**src/rtl/core/ffha_pkg.sv**
```systemverilog
// shared types and constants of the first-fit heap allocator
// depends on nothing; every other file but ffha_ram imports it

package ffha_pkg;

    localparam int REQ_W = 16;

    typedef enum logic [4:0] {
        DP_NOP,
        DP_INIT,
        DP_LOAD,
        DP_READ_CUR,
        DP_READ_BLK,
        DP_CAP_BLK,
        DP_EVAL,
        DP_ADV,
        DP_SPLIT_REST,
        DP_SPLIT_CUR,
        DP_LINK_REST,
        DP_LINK_NEXT,
        DP_REL_SETN,
        DP_REL_LINK,
        DP_MERGE_NEXT,
        DP_MERGE_PREV,
        DP_RESULT
    } dp_op_t;

    typedef enum logic [1:0] {
        RES_FAIL,
        RES_ALLOC,
        RES_REL
    } res_kind_t;

    typedef enum logic [4:0] {
        ST_INIT,
        ST_IDLE,
        ST_DECODE,
        ST_A_CHK,
        ST_A_EVAL,
        ST_A_SPL1,
        ST_A_SPL2,
        ST_A_LINK,
        ST_A_TAKE,
        ST_R_BLK,
        ST_R_CHK,
        ST_R_STOP,
        ST_R_ADV,
        ST_R_SETN,
        ST_R_LINK,
        ST_R_MNX,
        ST_R_MPV,
        ST_DONE
    } ctrl_state_t;

    typedef struct packed {
        dp_op_t    op;
        res_kind_t res_kind;
    } ffha_cmd_t;

    typedef struct packed {
        logic is_alloc;
        logic zero_req;
        logic rel_skip;
        logic cur_null;
        logic cur_lt_blk;
        logic steps_over;
        logic steps_lim;
        logic fits;
        logic split_ok;
        logic adj_next;
        logic adj_prev;
    } ffha_stat_t;

endpackage

```
**src/rtl/core/ffha_ctrl.sv**
```systemverilog
// control state machine of the allocator: sequences list walks and header updates
// depends on ffha_pkg

module ffha_ctrl
    import ffha_pkg::*;
(
    input  logic       clk,
    input  logic       rst_n,
    input  ffha_stat_t stat,
    output ffha_cmd_t  cmd,
    input  logic       in_valid,
    output logic       in_ready,
    output logic       out_valid,
    input  logic       out_ready
);
    ctrl_state_t state_reg, state_next;
    res_kind_t   kind_reg, kind_next;
    logic        out_valid_reg, out_valid_next;

    always_ff @(posedge clk or negedge rst_n)
    begin
        if (!rst_n)
        begin
            state_reg     <= ST_INIT;
            kind_reg      <= RES_FAIL;
            out_valid_reg <= 1'b0;
        end
        else
        begin
            state_reg     <= state_next;
            kind_reg      <= kind_next;
            out_valid_reg <= out_valid_next;
        end
    end

    always_comb
    begin
        state_next     = state_reg;
        kind_next      = kind_reg;
        out_valid_next = out_valid_reg && !out_ready;
        cmd.op         = DP_NOP;
        cmd.res_kind   = kind_reg;
        in_ready       = 1'b0;
        case (state_reg)
            ST_INIT:
            begin
                cmd.op     = DP_INIT;
                state_next = ST_IDLE;
            end
            ST_IDLE:
            begin
                in_ready = 1'b1;
                if (in_valid)
                begin
                    cmd.op     = DP_LOAD;
                    state_next = ST_DECODE;
                end
            end
            ST_DECODE:
            begin
                if (stat.is_alloc)
                begin
                    if (stat.zero_req)
                    begin
                        kind_next  = RES_FAIL;
                        state_next = ST_DONE;
                    end
                    else
                    begin
                        state_next = ST_A_CHK;
                    end
                end
                else if (stat.rel_skip)
                begin
                    kind_next  = RES_REL;
                    state_next = ST_DONE;
                end
                else
                begin
                    cmd.op     = DP_READ_BLK;
                    state_next = ST_R_BLK;
                end
            end
            ST_A_CHK:
            begin
                if (stat.cur_null || stat.steps_over)
                begin
                    kind_next  = RES_FAIL;
                    state_next = ST_DONE;
                end
                else
                begin
                    cmd.op     = DP_READ_CUR;
                    state_next = ST_A_EVAL;
                end
            end
            ST_A_EVAL:
            begin
                if (!stat.fits)
                begin
                    cmd.op     = DP_ADV;
                    state_next = ST_A_CHK;
                end
                else
                begin
                    cmd.op     = DP_EVAL;
                    state_next = stat.split_ok ? ST_A_SPL1 : ST_A_TAKE;
                end
            end
            ST_A_SPL1:
            begin
                cmd.op     = DP_SPLIT_REST;
                state_next = ST_A_SPL2;
            end
            ST_A_SPL2:
            begin
                cmd.op     = DP_SPLIT_CUR;
                state_next = ST_A_LINK;
            end
            ST_A_LINK:
            begin
                cmd.op     = DP_LINK_REST;
                kind_next  = RES_ALLOC;
                state_next = ST_DONE;
            end
            ST_A_TAKE:
            begin
                cmd.op     = DP_LINK_NEXT;
                kind_next  = RES_ALLOC;
                state_next = ST_DONE;
            end
            ST_R_BLK:
            begin
                cmd.op     = DP_CAP_BLK;
                state_next = ST_R_CHK;
            end
            ST_R_CHK:
            begin
                if (stat.cur_null)
                begin
                    state_next = ST_R_SETN;
                end
                else if (!stat.cur_lt_blk)
                begin
                    cmd.op     = DP_READ_CUR;
                    state_next = ST_R_STOP;
                end
                else if (stat.steps_lim)
                begin
                    kind_next  = RES_REL;
                    state_next = ST_DONE;
                end
                else
                begin
                    cmd.op     = DP_READ_CUR;
                    state_next = ST_R_ADV;
                end
            end
            ST_R_STOP:
            begin
                cmd.op     = DP_EVAL;
                state_next = ST_R_SETN;
            end
            ST_R_ADV:
            begin
                cmd.op     = DP_ADV;
                state_next = ST_R_CHK;
            end
            ST_R_SETN:
            begin
                cmd.op     = DP_REL_SETN;
                state_next = ST_R_LINK;
            end
            ST_R_LINK:
            begin
                cmd.op     = DP_REL_LINK;
                state_next = ST_R_MNX;
            end
            ST_R_MNX:
            begin
                if (stat.adj_next)
                begin
                    cmd.op = DP_MERGE_NEXT;
                end
                state_next = ST_R_MPV;
            end
            ST_R_MPV:
            begin
                if (stat.adj_prev)
                begin
                    cmd.op = DP_MERGE_PREV;
                end
                kind_next  = RES_REL;
                state_next = ST_DONE;
            end
            ST_DONE:
            begin
                if (!out_valid_reg || out_ready)
                begin
                    cmd.op         = DP_RESULT;
                    out_valid_next = 1'b1;
                    state_next     = ST_IDLE;
                end
            end
            default:
            begin
                state_next = ST_IDLE;
            end
        endcase
    end

    assign out_valid = out_valid_reg;
endmodule

```
**config.mk**
```make
export PLATFORM = sky130hd
export DESIGN_NAME = ffha_ctrl
export DESIGN_NICKNAME = d
export VERILOG_FILES = /design/src/rtl/core/ffha_pkg.sv /design/src/rtl/core/ffha_ctrl.sv
export SDC_FILE = /design/constraint.sdc
export NUM_CORES = 1
export LEC_CHECK = 0
export ABC_AREA = 1
export ABC_CLOCK_PERIOD_IN_PS = 3100
export BUFFER_PORTS_ARGS = -buffer_cell sky130_fd_sc_hd__buf_2
export CAP_MARGIN = 30
export CORE_MARGIN = 3
export CORE_UTILIZATION = 46
export DETAILED_ROUTE_END_ITERATION = 7
export HOLD_SLACK_MARGIN = 0.02
export PLACE_DENSITY = 0.71
export SLEW_MARGIN = 20
export SYNTH_ARGS = -nofsm -noshare
export SYNTH_HDL_FRONTEND = slang
export SYNTH_SLANG_ARGS = --single-unit
```
**constraint.sdc**
```tcl
create_clock -name clk -period 3.1 [get_ports clk]
set_input_delay 0.155 -clock clk [delete_from_list [all_inputs] [get_ports clk]]
set_output_delay 0.155 -clock clk [all_outputs]
set_load 0.05 [all_outputs]
```
# Yosys cells after proc, flatten, opt, wreduce, memory -nomap -nowiden
# Index checks and enable logic that the tools add are counted.
dict set report totals {
  regBits 8
  inputBits 15
  out_inout_bits 9
  word_cells 75
}
dict set report classes {
  eq_ne 25
  mux 35
  reduce_logical 12
}
# op n
set ops {}
lappend ops {{5-bit case mux with 18 select lines} 1}
lappend ops {{5-bit case mux with 14 select lines} 1}
lappend ops {{5-bit two-way mux} 10}
lappend ops {{5-bit by 4-bit == test with 1-bit output, second input constant} 8}
lappend ops {{2-bit two-way mux} 12}
lappend ops {{5-bit by 3-bit == test with 1-bit output, second input constant} 4}
lappend ops {{4-bit two-way mux} 4}
lappend ops {{2-bit != test, second input constant} 6}
lappend ops {{5-bit by 2-bit == test with 1-bit output, second input constant} 2}
lappend ops {{5-bit == test, second input constant} 2}
lappend ops {{2-bit case mux with 5 select lines} 1}
lappend ops {{7-bit AND reduction} 1}
lappend ops {{3-bit two-way mux} 2}
lappend ops {{3-bit != test, second input constant} 2}
lappend ops {{5-bit by 1-bit == test with 1-bit output, second input constant} 1}
lappend ops {{5-bit zero test} 1}
lappend ops {{5-bit nonzero test} 1}
lappend ops {{1-bit two-way mux} 4}
lappend ops {{2-bit OR reduction} 2}
lappend ops {{3-bit OR reduction} 1}
lappend ops {{1-bit zero test} 2}
lappend ops {{1-bit logical OR} 2}
lappend ops {{2-bit AND reduction} 1}
lappend ops {{1-bit logical AND} 1}

# Logic depth before layout (Yosys ltp)
dict set report depth {
  word_depth 4
  ltp_mapped 11
}

# Least setup slack after synthesis
# OpenSTA, ideal clock, no wires.
dict set report synth_path {
  path_type {reg-to-output}
  from {reg state_reg[3]}
  to {out cmd[3] in the netlist's numbering}
  t_arrival_ns 1.557
  required_ns 2.945
  slack_ns 1.388
  path_stages_with_launch 6
  n_path_buf 0
  path_cell_list {dfrtp_1 nor2_1 nand3_1 inv_1 a21oi_1 nand3_1}
}
# element line
set synth_rtl {}
lappend synth_rtl {{start, declared} ffha_ctrl.sv:16} ;# ctrl_state_t state_reg, state_next;
lappend synth_rtl {{start signal, assigned} ffha_ctrl.sv:30} ;# state_reg <= state_next;
lappend synth_rtl {{end, declared} ffha_ctrl.sv:10} ;# output ffha_cmd_t cmd,

==> results.py <==
metrics = {
    "die": {
        "num_rows": 15,
        "start_util_pct": 50.2,
        "dieWidth_microns": 50.1,
        "pin_count": 24,
        "dieHeight_microns": 50.1,
        "dieArea_sq_um": 2510,
        "design.core.area_sq_um": 1780,
    },
    "pwr": {
        "leakagePower_nw": 0.685,
        "p_per_area_nw_per_um2": 942,
        "power_mw": 1.01,
        "peakVddDrop_uv": 436,
    },
    "sta": {
        "final.period_utilization_pct": 68.9,
        "rsz0062_at_grt": "false",
        "finalMaxSlewViolations": 0,
        "setup-violations-final": 0,
        "worst_pin_slew_ns": 0.347,
        "fmax_ghz": 0.468,
        "finalHoldViolations": 0,
        "slew_headroom_pct": 76.8,
        "tns_ns": 0,
        "min_period_ns": 2.13,
        "fin_worst_skew_ns": 0.00571,
    },
    "yosys": {
        "yosysTopAreaCellShare_pct": 22.3,
        "synth-compound-area-share_pct": 7.96,
        "ys_types": 19,
        "synth_xor_xnor_area_share_pct": 0,
        "synth_area_sq_um": 896,
        "synthAdderAreaFrac_pct": 0,
        "synth_top_area_cell": "dfrtp_1",
        "syn_nets": 184,
        "seq_area_frac_synth_pct": 22.3,
        "synthTopCellsByArea": "dfrtp_1, nand2_1, nor2_1",
        "yosys_warnings": 0,
        "yosys.area_share.simple_pct": 58.0,
        "syn_avg_cell_area_sq_um": 5.30,
        "synthCells": 169,
        "ys_ff_latch": 8,
        "synth_top_family_by_area": "simple AND/OR/NAND/NOR gates",
        "synth_mux_area_share_pct": 0,
    },
    "clocking": {
        "cts_root_buffer": "clkbuf_4",
        "cts_setup_buffers": 0,
        "cts_max_level": 1,
        "cts_tree": "built",
        "clk_path_buf_depth": 2,
        "clock_latency_ns": 0.25,
        "cts_made_buffers": 3,
        "cts.reportedPaths.clkPinSlew_ns": 0.05,
        "cts_sinks": 8,
    },
    "job": {
        "maxCapViolations": 0,
    },
    "run_status": {
        "status": "finished clean",
    },
    "global_routing": {
        "grt_use_total_pct": 24.5,
        "antenna_found_initial": 0,
        "grt_start_max_net_pins": 12,
        "grt-ovfl-total": 0,
        "grt_pass1_vias": 1082,
        "grt_pass1_wl_mm": 4.66,
    },
    "critical_path": {
        "critPathArrivalTime_ns": 1.98,
        "worstPathRequired_ns": 2.94,
        "worst_setup_path_start_kind": "flop",
        "cp-end-kind": "output port",
        "cp_max_fo": 11,
        "crit_type": "flop to output port",
    },
    "detailed_routing": {
        "ant_nets": 0,
        "vias": 1168,
        "viasPerCell": 5.31,
        "wl_per_cell_microns": 12.2,
        "drt_iter0_drc": 49,
        "drc": 0,
        "drt_wl_total_mm": 2.69,
        "first_pass_iters": 5,
    },
    "placement": {
        "port_buffers": 23,
        "hpwl_mm": 2.29,
        "gp_congestion": 0.989,
    },
    "min_path": {
        "hp-class": "input port to flop",
    },
    "layout": {
        "n_antenna_cell": 0,
        "largest_reg_flops": 5,
        "fillCellCount": 189,
        "fin_nets": 212,
        "layout-drive-gt1-share_pct": 15.9,
        "areaGrowthSynthToFinish_pct": 19.1,
    },
}
metal layers:
metal	vias to the layer above	global-route usage, %	share of wire [%]	wire, microns
met1	528	32.3	45	1220
met2	43	39.1	48	1290
li1	591	-	-	-
met5	-	0	0	0
met3	6	5.34	5.4	144
met4	0	8.29	1.4	38
final cells by class:
cell class | count | area, sq um | area share (%)
Clock buffer | 3 | 22.5 | 2.11
Inverter | 26 | 97.6 | 9.14
Multi-Input combinational cell | 134 | 591 | 55.3
Sequential cell | 8 | 200 | 18.8
Tap cell | 25 | 31.3 | 2.93
Timing Repair Buffer | 24 | 125 | 11.7
final timing paths:
kind,start,end,slack (ns),cells after the start
worst max-delay path,state_reg[4]$_DFFE_PN0P_,cmd[3],0.97,8
min in group asynchronous,rst_n,state_reg[1]$_DFFE_PN0P_,0.28,2
worst max register to register,state_reg[4]$_DFFE_PN0P_,kind_reg[1]$_DFFE_PN0P_,1.41,10
worst min-delay path,out_ready,out_valid$_DFF_PN0_,0.11,2
worst min register to register,kind_reg[0]$_DFFE_PN0P_,kind_reg[0]$_DFFE_PN0P_,0.47,2
max in group asynchronous,rst_n,kind_reg[0]$_DFFE_PN0P_,2.65,2
Yosys cell counts:
library cell / number
o21ai_0: 5
nor2_1: 36
nand3_1: 21
inv_1: 26
nor3b_1: 1
a21oi_1: 4
and2_1: 1
a22oi_1: 1
o22ai_1: 1
nor2_2: 3
a31oi_1: 2
nand2_1: 49
buf_4: 1
nand3_2: 1
or2_2: 1
nand4_1: 3
nand3b_1: 1
dfrtp_1: 8
nor3_1: 4
critical path: stages (launching register included):
cell	delay (ns)
dfrtp_1	0.39
inv_1	0.22
nand2_1	0.13
nor2_2	0.16
nand2_1	0.16
o21ai_0	0.25
nor2_1	0.08
nand3_1	0.06
buf_2	0.27
what timing repair did:
action                                 4_1_cts  5_1_grt
setup endpoints to repair                    0        0
endpoints found under the hold margin        8        0
hold buffers                                 1        0
gates resized for setup                      0        0
cells by family (layout without fill, tap and decap cells):
| logic type | after synthesis | count (layout) |
|---|---|---|
| simple gates | 121 | 121 |
| flops | 8 | 8 |
| compound gates | 13 | 13 |
| buf+inv | 27 | 53 |
where the power goes:
part | total (mW) | switching (mW) | internal [mW]
Combinational | 0.748 | 0.544 | 0.204
Clock | 0.0766 | 0.0325 | 0.0441
Sequential | 0.181 | 0.0368 | 0.144
Total | 1.01 | 0.614 | 0.392
cells in the final DEF, fill, tap and decap left out, types with 2 or more instances in the layout:
| cell type | synthesis | final |
|---|---|---|
| nand3_1 | 21 | 21 |
| o21ai_0 | 5 | 5 |
| nand2_1 | 49 | 49 |
| nand4_1 | 3 | 3 |
| a21oi_1 | 4 | 4 |
| nor2_1 | 36 | 36 |
| a31oi_1 | 2 | 2 |
| nor3_1 | 4 | 4 |
| buf_2 | 0 | 23 |
| dfrtp_1 | 8 | 8 |
| inv_1 | 26 | 26 |
| clkbuf_4 | 0 | 3 |
| nor2_2 | 3 | 3 |
through the flow:
stage               instance area (sq um)  setup slack, ns  hold WS, ns  cells  utilization [%]
detailed placement                   1030             1.26      0.00352    216             58.0
finish                               1070            0.965        0.106    220             59.9
CTS                                  1070            0.980       0.0960    220             59.9
global route                         1070            0.708        0.100    220             59.9
global placement                     1030             1.31     -0.00381    216             58.0
floorplan                             896             1.39       -0.141    169                -
Power figures use the tool's default switching activity.
